## src/rtl/core/nwa_pkg.sv

```systemverilog
// nwa_pkg: shared constants, codes and types of the NFA word acceptance unit.
// No dependencies; every other file of the block but nwa_out_if imports it.
`default_nettype none

package nwa_pkg;

  // defaults for the top-level parameters
  localparam int NumStatesDef  = 16;
  localparam int SymbolBitsDef = 8;

  // depth of the queue between front and back
  localparam int QueueDepth = 4;

  // fixed field widths of the channels and registers
  localparam int OpW         = 2;
  localparam int StateFieldW = 4;
  localparam int SymbolW     = 8;
  localparam int StartW      = 4;
  localparam int MaskW       = 16;

  // configuration port
  localparam int ApbAddrW = 3;
  localparam int ApbDataW = 32;

  typedef enum logic [OpW-1:0] {
    OP_ADD    = 2'd0,
    OP_SYMBOL = 2'd1,
    OP_QUERY  = 2'd2
  } op_e;

  typedef enum logic {
    REG_START_STATE = 1'b0,
    REG_FINAL_MASK  = 1'b1
  } reg_idx_e;

  // classified item held in the queue
  typedef struct packed {
    op_e                    op;
    logic [StateFieldW-1:0] from_state;
    logic [StateFieldW-1:0] to_state;
    logic [SymbolW-1:0]     symbol;
    logic                   last_symbol;
  } item_t;

  // table access issued by the back end
  typedef struct packed {
    logic                   rd_en;
    logic                   wr_en;
    logic [StateFieldW-1:0] from_state;
    logic [StateFieldW-1:0] to_state;
    logic [SymbolW-1:0]     symbol;
  } tbl_req_t;

endpackage

`default_nettype wire

```

## src/rtl/core/nwa_queue.sv

```systemverilog
// nwa_queue: small flop-based FIFO of classified items between front and back.
// Depends on nwa_pkg.
`default_nettype none

module nwa_queue #(
  parameter int DEPTH = 4
) (
  input  logic           clk_i,
  input  logic           rst_ni,
  input  logic           push_i,
  input  nwa_pkg::item_t push_item_i,
  output logic           full_o,
  output logic           head_valid_o,
  output nwa_pkg::item_t head_item_o,
  input  logic           pop_i
);
  import nwa_pkg::*;

  localparam int PtrW = (DEPTH > 1) ? $clog2(DEPTH) : 1;
  localparam int CntW = $clog2(DEPTH + 1);

  item_t            entries_q [DEPTH];
  logic [PtrW-1:0]  wr_ptr_q, wr_ptr_d;
  logic [PtrW-1:0]  rd_ptr_q, rd_ptr_d;
  logic [CntW-1:0]  count_q, count_d;
  logic             do_push;
  logic             do_pop;

  assign full_o       = count_q == CntW'(DEPTH);
  assign head_valid_o = count_q != '0;
  assign head_item_o  = entries_q[rd_ptr_q];

  assign do_push = push_i && !full_o;
  assign do_pop  = pop_i && head_valid_o;

  always_comb begin
    wr_ptr_d = wr_ptr_q;
    rd_ptr_d = rd_ptr_q;
    count_d  = count_q;
    if (do_push) begin
      wr_ptr_d = (wr_ptr_q == PtrW'(DEPTH - 1)) ? '0 : wr_ptr_q + 1'b1;
    end
    if (do_pop) begin
      rd_ptr_d = (rd_ptr_q == PtrW'(DEPTH - 1)) ? '0 : rd_ptr_q + 1'b1;
    end
    if (do_push && !do_pop) begin
      count_d = count_q + 1'b1;
    end else if (do_pop && !do_push) begin
      count_d = count_q - 1'b1;
    end
  end

  always_ff @(posedge clk_i or negedge rst_ni) begin
    if (!rst_ni) begin
      wr_ptr_q <= '0;
      rd_ptr_q <= '0;
      count_q  <= '0;
    end else begin
      wr_ptr_q <= wr_ptr_d;
      rd_ptr_q <= rd_ptr_d;
      count_q  <= count_d;
    end
  end

  always_ff @(posedge clk_i) begin
    if (do_push) begin
      entries_q[wr_ptr_q] <= push_item_i;
    end
  end

endmodule

`default_nettype wire

```

## config.mk

```make
export PLATFORM = sky130hd
export DESIGN_NAME = nwa_queue
export DESIGN_NICKNAME = d
export VERILOG_FILES = /design/src/rtl/core/nwa_pkg.sv /design/src/rtl/core/nwa_queue.sv
export SDC_FILE = /design/constraint.sdc
export NUM_CORES = 1
export LEC_CHECK = 0
export BUFFER_PORTS_ARGS = -buffer_cell sky130_fd_sc_hd__buf_4
export CORE_ASPECT_RATIO = 0.6
export CORE_MARGIN = 10
export CORE_UTILIZATION = 50
export CTS_CLUSTER_DIAMETER = 30
export DETAILED_ROUTE_END_ITERATION = 10
export PLACE_DENSITY = 0.71
export SETUP_SLACK_MARGIN = 0.02
export SYNTH_ARGS = -nofsm -noshare
export SYNTH_HDL_FRONTEND = slang
export SYNTH_SLANG_ARGS = --single-unit
```

## constraint.sdc

```tcl
create_clock -name clk_i -period 2.18 [get_ports clk_i]
set_input_delay 0.654 -clock clk_i [delete_from_list [all_inputs] [get_ports clk_i]]
set_output_delay 0.654 -clock clk_i [all_outputs]
set_load 0.005 [all_outputs]
```

==> results.md <==
* Status: finished, violations left
* Failing checks: negative setup slack
* Post-detail-place hpwl at 3.660 mm
* FILL cells at 420
* Clock sink total at 83
* Final antenna-violating net count at 0
* Via count at 1424
* Die Y at 82.12 µm
* Setup ws final at -109.8 ps
* Number of global-route vias before repair at 1610
* Largest cells by area after synthesis: edfxtp_1, mux4_2, dfrtp_1
* Overall power at 5.220 mW
* Top cells by instance count after synthesis: edfxtp_1, mux4_2, dfrtp_1
* Top-count cell post-synth: edfxtp_1
* First-pass GRT wire length at 8.349 mm
* Multi-input gate area at 711.9 µm²
* Placer congestion estimate at 0.7602
* Worst-Margin Slew at 534.8 ps
* Share of synthesized registers carrying an async set or reset at 8.434%
* Syn Area/Cell at 23.64 µm²
* Clock root buffer: clkbuf_8
* Pwr dens at 1324 mW/mm²
* Area growth syn-to-layout at 22.61%
* DIE WIDTH at 123.5 µm
* Initial antenna violation count at 0
* Maximum VDD drop at 0.5799 mV
* Post-synth top area share at 70.97%
* Initial DRC count at 60
* Total number of yosys warnings at 0
* Pin count of the biggest net entering global routing at 20
* Fin crit share at 105.0%
* Final Max Slew Viols at 0
* Total Routing Usage GR at 11.36%
* #FFs+latches synth at 83
* I/O pins at 44
* Post-cts hold buffer count at 0
* R2r setup slk at 160 ps
* Final TNS setup at -1456 ps
* Critical path class: flop to output pin
* Register area share after synthesis at 76.42%
* Ant. Diodes at 0
* Clock transition at path regs at 70 ps
* Num rows at 22
* GRT overflow at 0
* Leakage at 1.417 nW
* Hold Crit Class: input pin to async pin
* WL final at 5.278 mm
* Crit Reg-Reg Endpoint: count_q[2]$_DFFE_PN0P_
* Post-Syn Area at 0.003216 mm²
* Final hold viol count at 0
* FF+latch area at 0.002457 mm²
* Crit start category: flop
* TritonCTS Buffers at 9
* Nets at 223
* Clk buf depth at 2
* Post-synth top area cell: edfxtp_1
* CP endpoint kind: output pin
* Relative slew slack at 64.35%
* Worst Path Required at 1530 ps
* Core area at 0.006166 mm²
* Primary FF master, synth: edfxtp_1
* H-tree depth at 3
* Vias per inst at 5.050
* Ratio of cells with drive above 1 in the final layout at 47.47%
* Layout Skew at 5.125 ps
* Die ar. at 0.01014 mm²
* Max_cap viols at 0
* Reg2reg start: count_q[0]$_DFFE_PN0P_
* Clock latency on the worst-skew pair at 340 ps
* Tmin final at 2290 ps
* Cell variety after synth at 20
* TritonCTS clock tree: done
* Mapped Cells at 136
* Final core occ at 63.94%
* Critical Path AT at 1640 ps
* Port buffer count at 43
* Worst-path maximum fanout at 9
* RSZ-0062 raised after global routing: true
* Wire per inst at 18.72 µm
* Initial core utilization at 52.15%
* Fmax at 436.7 MHz
* Remaining DRCs at 0
* DR pass1 iterations at 4
* Finish-stage setup viols at 19
* Number of synthesized flops with an enable pin at 76
* Synthesized net count at 166
* Reg2Reg Depth at 8
-- worst max path at each step --
stage,start,endpoint
2_1_floorplan,count_q[0]$_DFFE_PN0P_,count_q[2]$_DFFE_PN0P_
3_3_place_gp,push_i,count_q[1]$_DFFE_PN0P_
3_5_place_dp,push_i,count_q[2]$_DFFE_PN0P_
4_1_cts,rd_ptr_q[0]$_DFFE_PN0P_,head_item_o[5]
5_1_grt,rd_ptr_q[0]$_DFFE_PN0P_,head_item_o[5]
6_report,rd_ptr_q[0]$_DFFE_PN0P_,head_item_o[5]
-- timing repair --
item,CTS,global route
setup buffers,1,0
resized for setup,19,0
endpoints found under the setup margin,19,19
pin swaps,0,0
-- per-stage QoR --
stage                     hold WS (ps)  cells  setup slack (ps)  cell area [µm²]
after floorplan                  358.4    136             166.4             3216
after global placement           468.4    265             217.2             3686
after detailed placement         471.4    265             125.7             3686
after CTS                        89.82    282            -139.9             3943
after global routing             86.34    282            -175.7             3943
final                            110.9    282            -109.8             3943
-- worst max-delay path: stages (launching register included) --
cell and delay (ps):
dfrtp_1 430, buf_12 170, mux4_2 550, buf_6 140
-- logic make-up after synthesis --
kind of cell / synth area share (%)
mux: 15.53
xor+xnor: 0.8173
fa+ha+maj: 2.957
flops: 76.42
simple gates: 2.841
buf+inv: 1.439
-- layout by cell type, fill, tap and decap left out --
cell type | netlist | layout
nand2_4 | 1 | 1
buf_12 | 0 | 2
mux4_2 | 19 | 19
clkbuf_1 | 1 | 4
dfrtp_1 | 7 | 7
edfxtp_1 | 76 | 76
clkinv_2 | 0 | 1
buf_6 | 1 | 19
ha_1 | 6 | 6
and2_2 | 4 | 4
xnor2_1 | 1 | 1
bufinv_16 | 0 | 1
or3_4 | 1 | 1
nor3b_4 | 1 | 1
xor2_1 | 2 | 2
nor2b_2 | 1 | 1
fa_1 | 1 | 1
clkinv_1 | 0 | 1
buf_4 | 2 | 30
nor2_1 | 3 | 3
inv_1 | 3 | 3
mux2_2 | 1 | 1
mux2_4 | 4 | 4
clkbuf_8 | 0 | 9
-- sequential cells by signal, indices dropped and copies added (netlist names) --
register and cells:
count_q 3, rd_ptr_q 2, entries_q 76, wr_ptr_q 2
-- power by group --
group          switching, mW  internal, mW
clock                  0.460         0.526
combinational          0.824          1.17
sequential             0.113          2.12
-- routing by layer --
layer,GRT usage [%],wire length [µm],part of all wire [%]
met1,12.40,2106,40
met2,18.49,2529,48
met3,7.046,599,11
met4,3.125,42,0.80
met5,0,0,0
-- final cells by class --
type                            instances  share of cell area (%)
Timing Repair Buffer                   51                   12.15
Sequential cell                        83                   62.33
Clock buffer                           13                   3.523
Tap cell                               84                   2.666
Clock inverter                          3                  0.9838
Multi-Input combinational cell         45                   18.06
Inverter                                3                  0.2856
No activity file was read; power rests on OpenSTA's default activity.
