[src/rtl/core/nwa_pkg.sv]
// nwa_pkg: shared constants, codes and types of the NFA word acceptance unit.
// No dependencies; every other file of the block but nwa_out_if imports it.
`default_nettype none

package nwa_pkg;

  // defaults for the top-level parameters
  localparam int NumStatesDef  = 16;
  localparam int SymbolBitsDef = 8;

  // depth of the queue between front and back
  localparam int QueueDepth = 4;

  // fixed field widths of the channels and registers
  localparam int OpW         = 2;
  localparam int StateFieldW = 4;
  localparam int SymbolW     = 8;
  localparam int StartW      = 4;
  localparam int MaskW       = 16;

  // configuration port
  localparam int ApbAddrW = 3;
  localparam int ApbDataW = 32;

  typedef enum logic [OpW-1:0] {
    OP_ADD    = 2'd0,
    OP_SYMBOL = 2'd1,
    OP_QUERY  = 2'd2
  } op_e;

  typedef enum logic {
    REG_START_STATE = 1'b0,
    REG_FINAL_MASK  = 1'b1
  } reg_idx_e;

  // classified item held in the queue
  typedef struct packed {
    op_e                    op;
    logic [StateFieldW-1:0] from_state;
    logic [StateFieldW-1:0] to_state;
    logic [SymbolW-1:0]     symbol;
    logic                   last_symbol;
  } item_t;

  // table access issued by the back end
  typedef struct packed {
    logic                   rd_en;
    logic                   wr_en;
    logic [StateFieldW-1:0] from_state;
    logic [StateFieldW-1:0] to_state;
    logic [SymbolW-1:0]     symbol;
  } tbl_req_t;

endpackage

`default_nettype wire

[src/rtl/core/nwa_out_if.sv]
// nwa_out_if: result channel of the NFA word acceptance unit (valid/ready + accepted).
// No dependencies.
`default_nettype none

interface nwa_out_if;

  logic valid;
  logic ready;
  logic accepted;

  modport source (
    output valid, accepted,
    input  ready
  );

  modport sink (
    input  valid, accepted,
    output ready
  );

endinterface

`default_nettype wire

[src/rtl/core/nwa_back.sv]
// nwa_back: executes queued items: table access, active-set update, result register.
// Depends on nwa_pkg and nwa_out_if.
`default_nettype none

module nwa_back #(
  parameter int NUM_STATES  = 16
) (
  input  logic                        clk_i,
  input  logic                        rst_ni,
  input  logic                        head_valid_i,
  input  nwa_pkg::item_t              head_item_i,
  output logic                        pop_o,
  input  logic                        clr_busy_i,
  output nwa_pkg::tbl_req_t           tbl_req_o,
  input  logic [NUM_STATES-1:0]       rows_i [NUM_STATES],
  input  logic [nwa_pkg::StartW-1:0]  start_state_i,
  input  logic [nwa_pkg::MaskW-1:0]   final_mask_i,
  nwa_out_if.source                   out_chan_o
);
  import nwa_pkg::*;

  localparam int MaskExtW = (NUM_STATES > MaskW) ? NUM_STATES : MaskW;

  item_t                 ex_item_q;
  logic                  ex_valid_q;
  logic [NUM_STATES-1:0] active_q, active_d;
  logic                  in_word_q;
  logic                  out_valid_q;
  logic                  out_acc_q;

  logic [MaskExtW-1:0]   mask_ext;
  logic [NUM_STATES-1:0] mask_ns;
  logic [NUM_STATES-1:0] start_bit;
  logic [NUM_STATES-1:0] cur;
  logic                  is_sym;
  logic                  is_qry;
  logic                  has_res;
  logic                  res_val;
  logic                  ex_adv;
  logic                  retire;
  logic                  res_fire;

  assign mask_ext  = MaskExtW'(final_mask_i);
  assign mask_ns   = mask_ext[NUM_STATES-1:0];
  assign start_bit = (32'(start_state_i) < NUM_STATES)
                   ? ({{(NUM_STATES-1){1'b0}}, 1'b1} << start_state_i) : '0;

  assign is_sym  = ex_item_q.op == OP_SYMBOL;
  assign is_qry  = ex_item_q.op == OP_QUERY;
  assign has_res = (is_sym && ex_item_q.last_symbol) || is_qry;

  // execute stage moves unless it holds a result the output cannot take
  assign ex_adv   = !ex_valid_q || !has_res || !out_valid_q || out_chan_o.ready;
  assign retire   = ex_valid_q && ex_adv;
  assign res_fire = retire && has_res;
  assign pop_o    = head_valid_i && ex_adv && !clr_busy_i;

  // table read for symbols, bit write for transitions, both at the pop edge
  assign tbl_req_o.rd_en      = pop_o && (head_item_i.op == OP_SYMBOL);
  assign tbl_req_o.wr_en      = pop_o && (head_item_i.op == OP_ADD);
  assign tbl_req_o.from_state = head_item_i.from_state;
  assign tbl_req_o.to_state   = head_item_i.to_state;
  assign tbl_req_o.symbol     = head_item_i.symbol;

  // OR of the rows of every active state
  assign cur = in_word_q ? active_q : start_bit;
  always_comb begin
    active_d = '0;
    for (int s = 0; s < NUM_STATES; s++) begin
      if (cur[s]) begin
        active_d = active_d | rows_i[s];
      end
    end
  end

  assign res_val = is_sym ? |(active_d & mask_ns) : |(start_bit & mask_ns);

  always_ff @(posedge clk_i or negedge rst_ni) begin
    if (!rst_ni) begin
      ex_valid_q  <= 1'b0;
      in_word_q   <= 1'b0;
      active_q    <= {{(NUM_STATES-1){1'b0}}, 1'b1};
      out_valid_q <= 1'b0;
    end else begin
      if (ex_adv) begin
        ex_valid_q <= pop_o;
      end
      if (retire && is_sym) begin
        active_q  <= active_d;
        in_word_q <= !ex_item_q.last_symbol;
      end
      if (res_fire) begin
        out_valid_q <= 1'b1;
      end else if (out_chan_o.ready) begin
        out_valid_q <= 1'b0;
      end
    end
  end

  always_ff @(posedge clk_i) begin
    if (ex_adv && pop_o) begin
      ex_item_q <= head_item_i;
    end
    if (res_fire) begin
      out_acc_q <= res_val;
    end
  end

  assign out_chan_o.valid    = out_valid_q;
  assign out_chan_o.accepted = out_acc_q;

  // a new result never overwrites a beat still waiting at the output
  a_no_overwrite: assert property (@(posedge clk_i) disable iff (!rst_ni)
    res_fire |-> (!out_valid_q || out_chan_o.ready))
    else $error("result overwrote a pending output beat");

  // no item leaves the queue while the table is being cleared
  a_no_pop_in_clear: assert property (@(posedge clk_i) disable iff (!rst_ni)
    clr_busy_i |-> !pop_o)
    else $error("pop during table clearing pass");

  // the last symbol of a word closes the word
  a_word_closes: assert property (@(posedge clk_i) disable iff (!rst_ni)
    (retire && is_sym && ex_item_q.last_symbol) |=> !in_word_q)
    else $error("word still open after last symbol");

  // a retired result shows up as an output beat in the next cycle
  a_result_visible: assert property (@(posedge clk_i) disable iff (!rst_ni)
    res_fire |=> out_chan_o.valid)
    else $error("retired result not presented");

endmodule

`default_nettype wire

[src/flat_wrapper.sv]
// flat-port wrapper written by rule: the top's interface ports become plain ports
module nwa_back_flat import nwa_pkg::*;
#(
  parameter int NUM_STATES  = 16
)
  (clk_i, rst_ni, head_valid_i, head_item_i, pop_o, clr_busy_i, tbl_req_o, rows_i, start_state_i, final_mask_i, out_chan_o_valid, out_chan_o_accepted, out_chan_o_ready);
  nwa_out_if out_chan_o_i ();
  input  logic clk_i;
  input  logic rst_ni;
  input  logic head_valid_i;
  input  nwa_pkg::item_t head_item_i;
  output logic pop_o;
  input  logic clr_busy_i;
  output nwa_pkg::tbl_req_t tbl_req_o;
  input  logic [NUM_STATES-1:0] rows_i[NUM_STATES];
  input  logic [nwa_pkg::StartW-1:0] start_state_i;
  input  logic [nwa_pkg::MaskW-1:0] final_mask_i;
  output wire logic [$bits(out_chan_o_i.valid)-1:0] out_chan_o_valid;
  output wire logic [$bits(out_chan_o_i.accepted)-1:0] out_chan_o_accepted;
  input wire logic [$bits(out_chan_o_i.ready)-1:0] out_chan_o_ready;
  assign out_chan_o_valid = out_chan_o_i.valid;
  assign out_chan_o_accepted = out_chan_o_i.accepted;
  assign out_chan_o_i.ready = out_chan_o_ready;
  nwa_back #(.NUM_STATES(NUM_STATES)) u_core (.clk_i(clk_i), .rst_ni(rst_ni), .head_valid_i(head_valid_i), .head_item_i(head_item_i), .pop_o(pop_o), .clr_busy_i(clr_busy_i), .tbl_req_o(tbl_req_o), .rows_i(rows_i), .start_state_i(start_state_i), .final_mask_i(final_mask_i), .out_chan_o(out_chan_o_i));
endmodule
[config.mk]
export PLATFORM = sky130hd
export DESIGN_NAME = nwa_back_flat
export DESIGN_NICKNAME = d
export VERILOG_FILES = /design/src/rtl/core/nwa_pkg.sv /design/src/rtl/core/nwa_out_if.sv /design/src/rtl/core/nwa_back.sv /design/src/flat_wrapper.sv
export SDC_FILE = /design/constraint.sdc
export NUM_CORES = 1
export LEC_CHECK = 0
export BUFFER_PORTS_ARGS = -buffer_cell sky130_fd_sc_hd__buf_2
export CELL_PAD_IN_SITES_DETAIL_PLACEMENT = 1
export CELL_PAD_IN_SITES_GLOBAL_PLACEMENT = 1
export CORE_ASPECT_RATIO = 1.1
export CORE_MARGIN = 3
export CORE_UTILIZATION = 26
export CTS_BUF_LIST = sky130_fd_sc_hd__clkbuf_8
export DETAILED_ROUTE_END_ITERATION = 8
export GPL_ROUTABILITY_DRIVEN = 1
export PLACE_DENSITY_LB_ADDON = 0.1
export SLEW_MARGIN = 0
export SYNTH_ARGS = -nofsm -noshare
export SYNTH_HDL_FRONTEND = slang
export SYNTH_SLANG_ARGS = --single-unit
[constraint.sdc]
create_clock -name clk_i -period 2.26 [get_ports clk_i]
set_input_delay 0.565 -clock clk_i [delete_from_list [all_inputs] [get_ports clk_i]]
set_output_delay 0.565 -clock clk_i [all_outputs]
set_load 0.05 [all_outputs]
==> results.sh <==
export IMPL_antenna_found_initial=0
export IMPL_preCtsSetupSlack_ns=-1.02
export IMPL_drive_above_1_share_pct=60.0
export IMPL_area_growth_pct=88.6
export IMPL_dieHeight_um=149
export IMPL_r2r_start="u_core.in_word_q"
export IMPL_hold_violations=0
export IMPL_min_path_type="in -> async"
export IMPL_grt_first_pass_wirelength_um=57600
export IMPL_dr_pass1_iters=6
export IMPL_path_cells="or3b_4 > buf_6 > nor2_4 > buf_6 > buf_6 > buf_6 > a22oi_2 > nand3_2 > a2111oi_4 > buf_4 > o22ai_1 > nor3_1 > a41oi_2"
export IMPL_syn_area_um2=4810
export IMPL_relSlewSlack_pct=65.2
export IMPL_synth_top_area_share_pct=15.9
export IMPL_dr_first_iter_drc_count=762
export IMPL_nFillCells=2236
export IMPL_cts_sinks=23
export IMPL_syn_inst=642
export IMPL_period_share_pct=124
export IMPL_avgSynthCellArea_um2=7.49
export IMPL_cpMostUsedCell="buf_6"
export IMPL_p_per_area_nw_per_um2=618
export IMPL_instances_no_fill=1379
export IMPL_vias=8711
export IMPL_report_power_total_uw=5610
export IMPL_reg2reg_to="u_core.out_chan_o.accepted"
export IMPL_synthTopCellsByCount="a22oi_1, a22o_1, clkbuf_1"
export IMPL_synthTopCellsByArea="a22oi_1, dfrtp_1, a22o_1"
export IMPL_rsz0062_at_grt="yes"
export IMPL_min_period_ns=2.81
export IMPL_cts_tree="yes"
export IMPL_cp_end_kind="register"
export IMPL_grt_pass1_vias=8959
export IMPL_pin_count=321
export IMPL_finalWeightedCongestion=1.04
export IMPL_whs_ns=0.233
export IMPL_cp_data_required_time_ns=2.29
export IMPL_yosysMostFrequentCell="a22oi_1"
export IMPL_die_w_um=136
export IMPL_cp_slowest_cell="dfrtp_2"
export IMPL_yosys_warnings=0
export IMPL_setup_slack_ns=-0.552
export IMPL_crit_fanout=8
export IMPL_start_util_pct=26.8
export IMPL_via_per_inst=6.32
export IMPL_path_class="reg -> reg"
export IMPL_placedCellCount=1343
export IMPL_fp_coreArea_um2=17900
export IMPL_status="finished with violations"
export IMPL_remaining_drc_errors=0
export IMPL_nets=1442
export IMPL_worstSkewPairLatency_ns=0.28
export IMPL_peakVddDrop_v=0.000314
export IMPL_setup_tns_ns=-0.993
export IMPL_portBuffers=288
export IMPL_maxCapViolCount=0
export IMPL_wl_um=41000
export IMPL_cts_root_buf="clkbuf_8"
export IMPL_startpoint_type="register"
export IMPL_critical_path_max_stage_delay_ns=0.51
export IMPL_synth_seq_cells=23
export IMPL_wl_per_cell_um=29.7
export IMPL_fmax_mhz=356
export IMPL_tightestPinTransition_ns=0.509
export IMPL_grt_usage_pct=38.0
export IMPL_die_area_um2=20200
export IMPL_synth_edf_count=4
export IMPL_synth_cell_types=63
export IMPL_clk_pin_slew_ns=0.10
export IMPL_htreeDepth=1
export IMPL_dp_hpwl_um=33200
export IMPL_cts_hold_buf=0
export IMPL_clock_path_buffers=2
export IMPL_grt_overflow=0
export IMPL_rows=51
export IMPL_ys_seq_area_share_pct=12.4
export IMPL_syn_nets=942
export IMPL_worstPathArrival_ns=2.84
export IMPL_ys_flop_type="dfrtp_1"
export IMPL_numCtsBuffers=3
export IMPL_slew_violations=0
export IMPL_setup_viol=4
export IMPL_leakagePower_uw=0.00437
export IMPL_r2r_cells=13
export IMPL_ant_nets=0
export IMPL_synth_top_area_cell="a22oi_1"
export IMPL_clock_skew_ns=0.0128
export IMPL_violations="setup timing"
export IMPL_rrSetupSlack_ns=-0.55
export IMPL_num_antenna_cells=0
export IMPL_grt_max_degree=31
export IMPL_setup_worst_path_start="u_core.in_word_q"
export IMPL_async_flop_share_pct=82.6
[cell usage in the layout (no fill, tap or decap), drive strengths merged, types with 5 or more instances in the layout]
cell,n
a2111oi,9
a21oi,19
a221oi,41
a22o,49
a22oi,102
a31oi,5
and3,14
buf,577
dfrtp,18
inv,12
mux2,21
mux2i,16
nand2,43
nand2b,6
nand3,29
nand3b,9
nand4,19
nor2,27
nor2b,9
nor3,9
nor3b,8
o21ai,30
o22ai,8
[what timing repair did]
item	CTS	global route
setup endpoints to repair	17	19
buffers inserted	12	20
cloned	0	0
gates resized for setup	61	74
pin swaps	17	28
[cells by family after synthesis]
group           after synthesis  synth area share, %
buf+inv                      93                 9.24
simple gates                191                 21.7
flops                        23                 12.4
mux                          39                 9.18
compound gates              296                 47.5
[layer usage]
layer	wire length (um)	up-vias	GRT usage (%)
met3	4020	145	6.80
met1	16300	4233	49.6
li1	-	3654	-
met2	18800	679	63.0
met4	1790	0	13.1
met5	0	-	0
[worst max-delay path, delay by kind of cell, from the launching register on]
family	cells	cell delay (ns)
flops	1	0.51
buf+inv	5	0.70
compound gates	4	0.73
simple gates	4	0.61
[where the power goes]
part | total (uW) | switching (uW) | internal, uW
registers | 785 | 234 | 551
clock network | 281 | 154 | 126
logic | 4540 | 2450 | 2090
[state kept, by name (all words and copies together), names as in the netlist]
register and flops:
u_core.active_q 16, u_core.in_word_q 1, u_core.ex_item_q 3, u_core.out_chan_o.valid 1, u_core.out_chan_o.accepted 1, u_core.ex_valid_q 1
[stage by stage]
stage                     area, um^2  utilization [%]
after floorplan                 4870                -
after global placement          8220             45.8
after detailed placement        8220             45.8
after CTS                       8590             47.9
after global routing            9070             50.6
final                           9070             50.6
[how the worst max path moves through the flow]
stage	end	cells after the start
2_1_floorplan	u_core.out_chan_o.accepted	9
3_3_place_gp	u_core.out_chan_o.accepted	11
3_5_place_dp	u_core.out_chan_o.accepted	10
4_1_cts	u_core.out_chan_o.accepted	11
5_1_grt	u_core.out_chan_o.accepted	9
6_report	u_core.out_chan_o.accepted	13
[cell type report]
type / count / area (um^2) / area share, %
multi-input combinational: 526 / 4220 / 46.5
timing repair buffer: 577 / 3860 / 42.6
sequential: 23 / 602 / 6.64
tap: 238 / 298 / 3.28
clock buffer: 3 / 41.3 / 0.455
inverter: 11 / 41.3 / 0.455
clock inverter: 1 / 6.26 / 0.0690
Note: power is estimated with default switching activity, not from simulation.
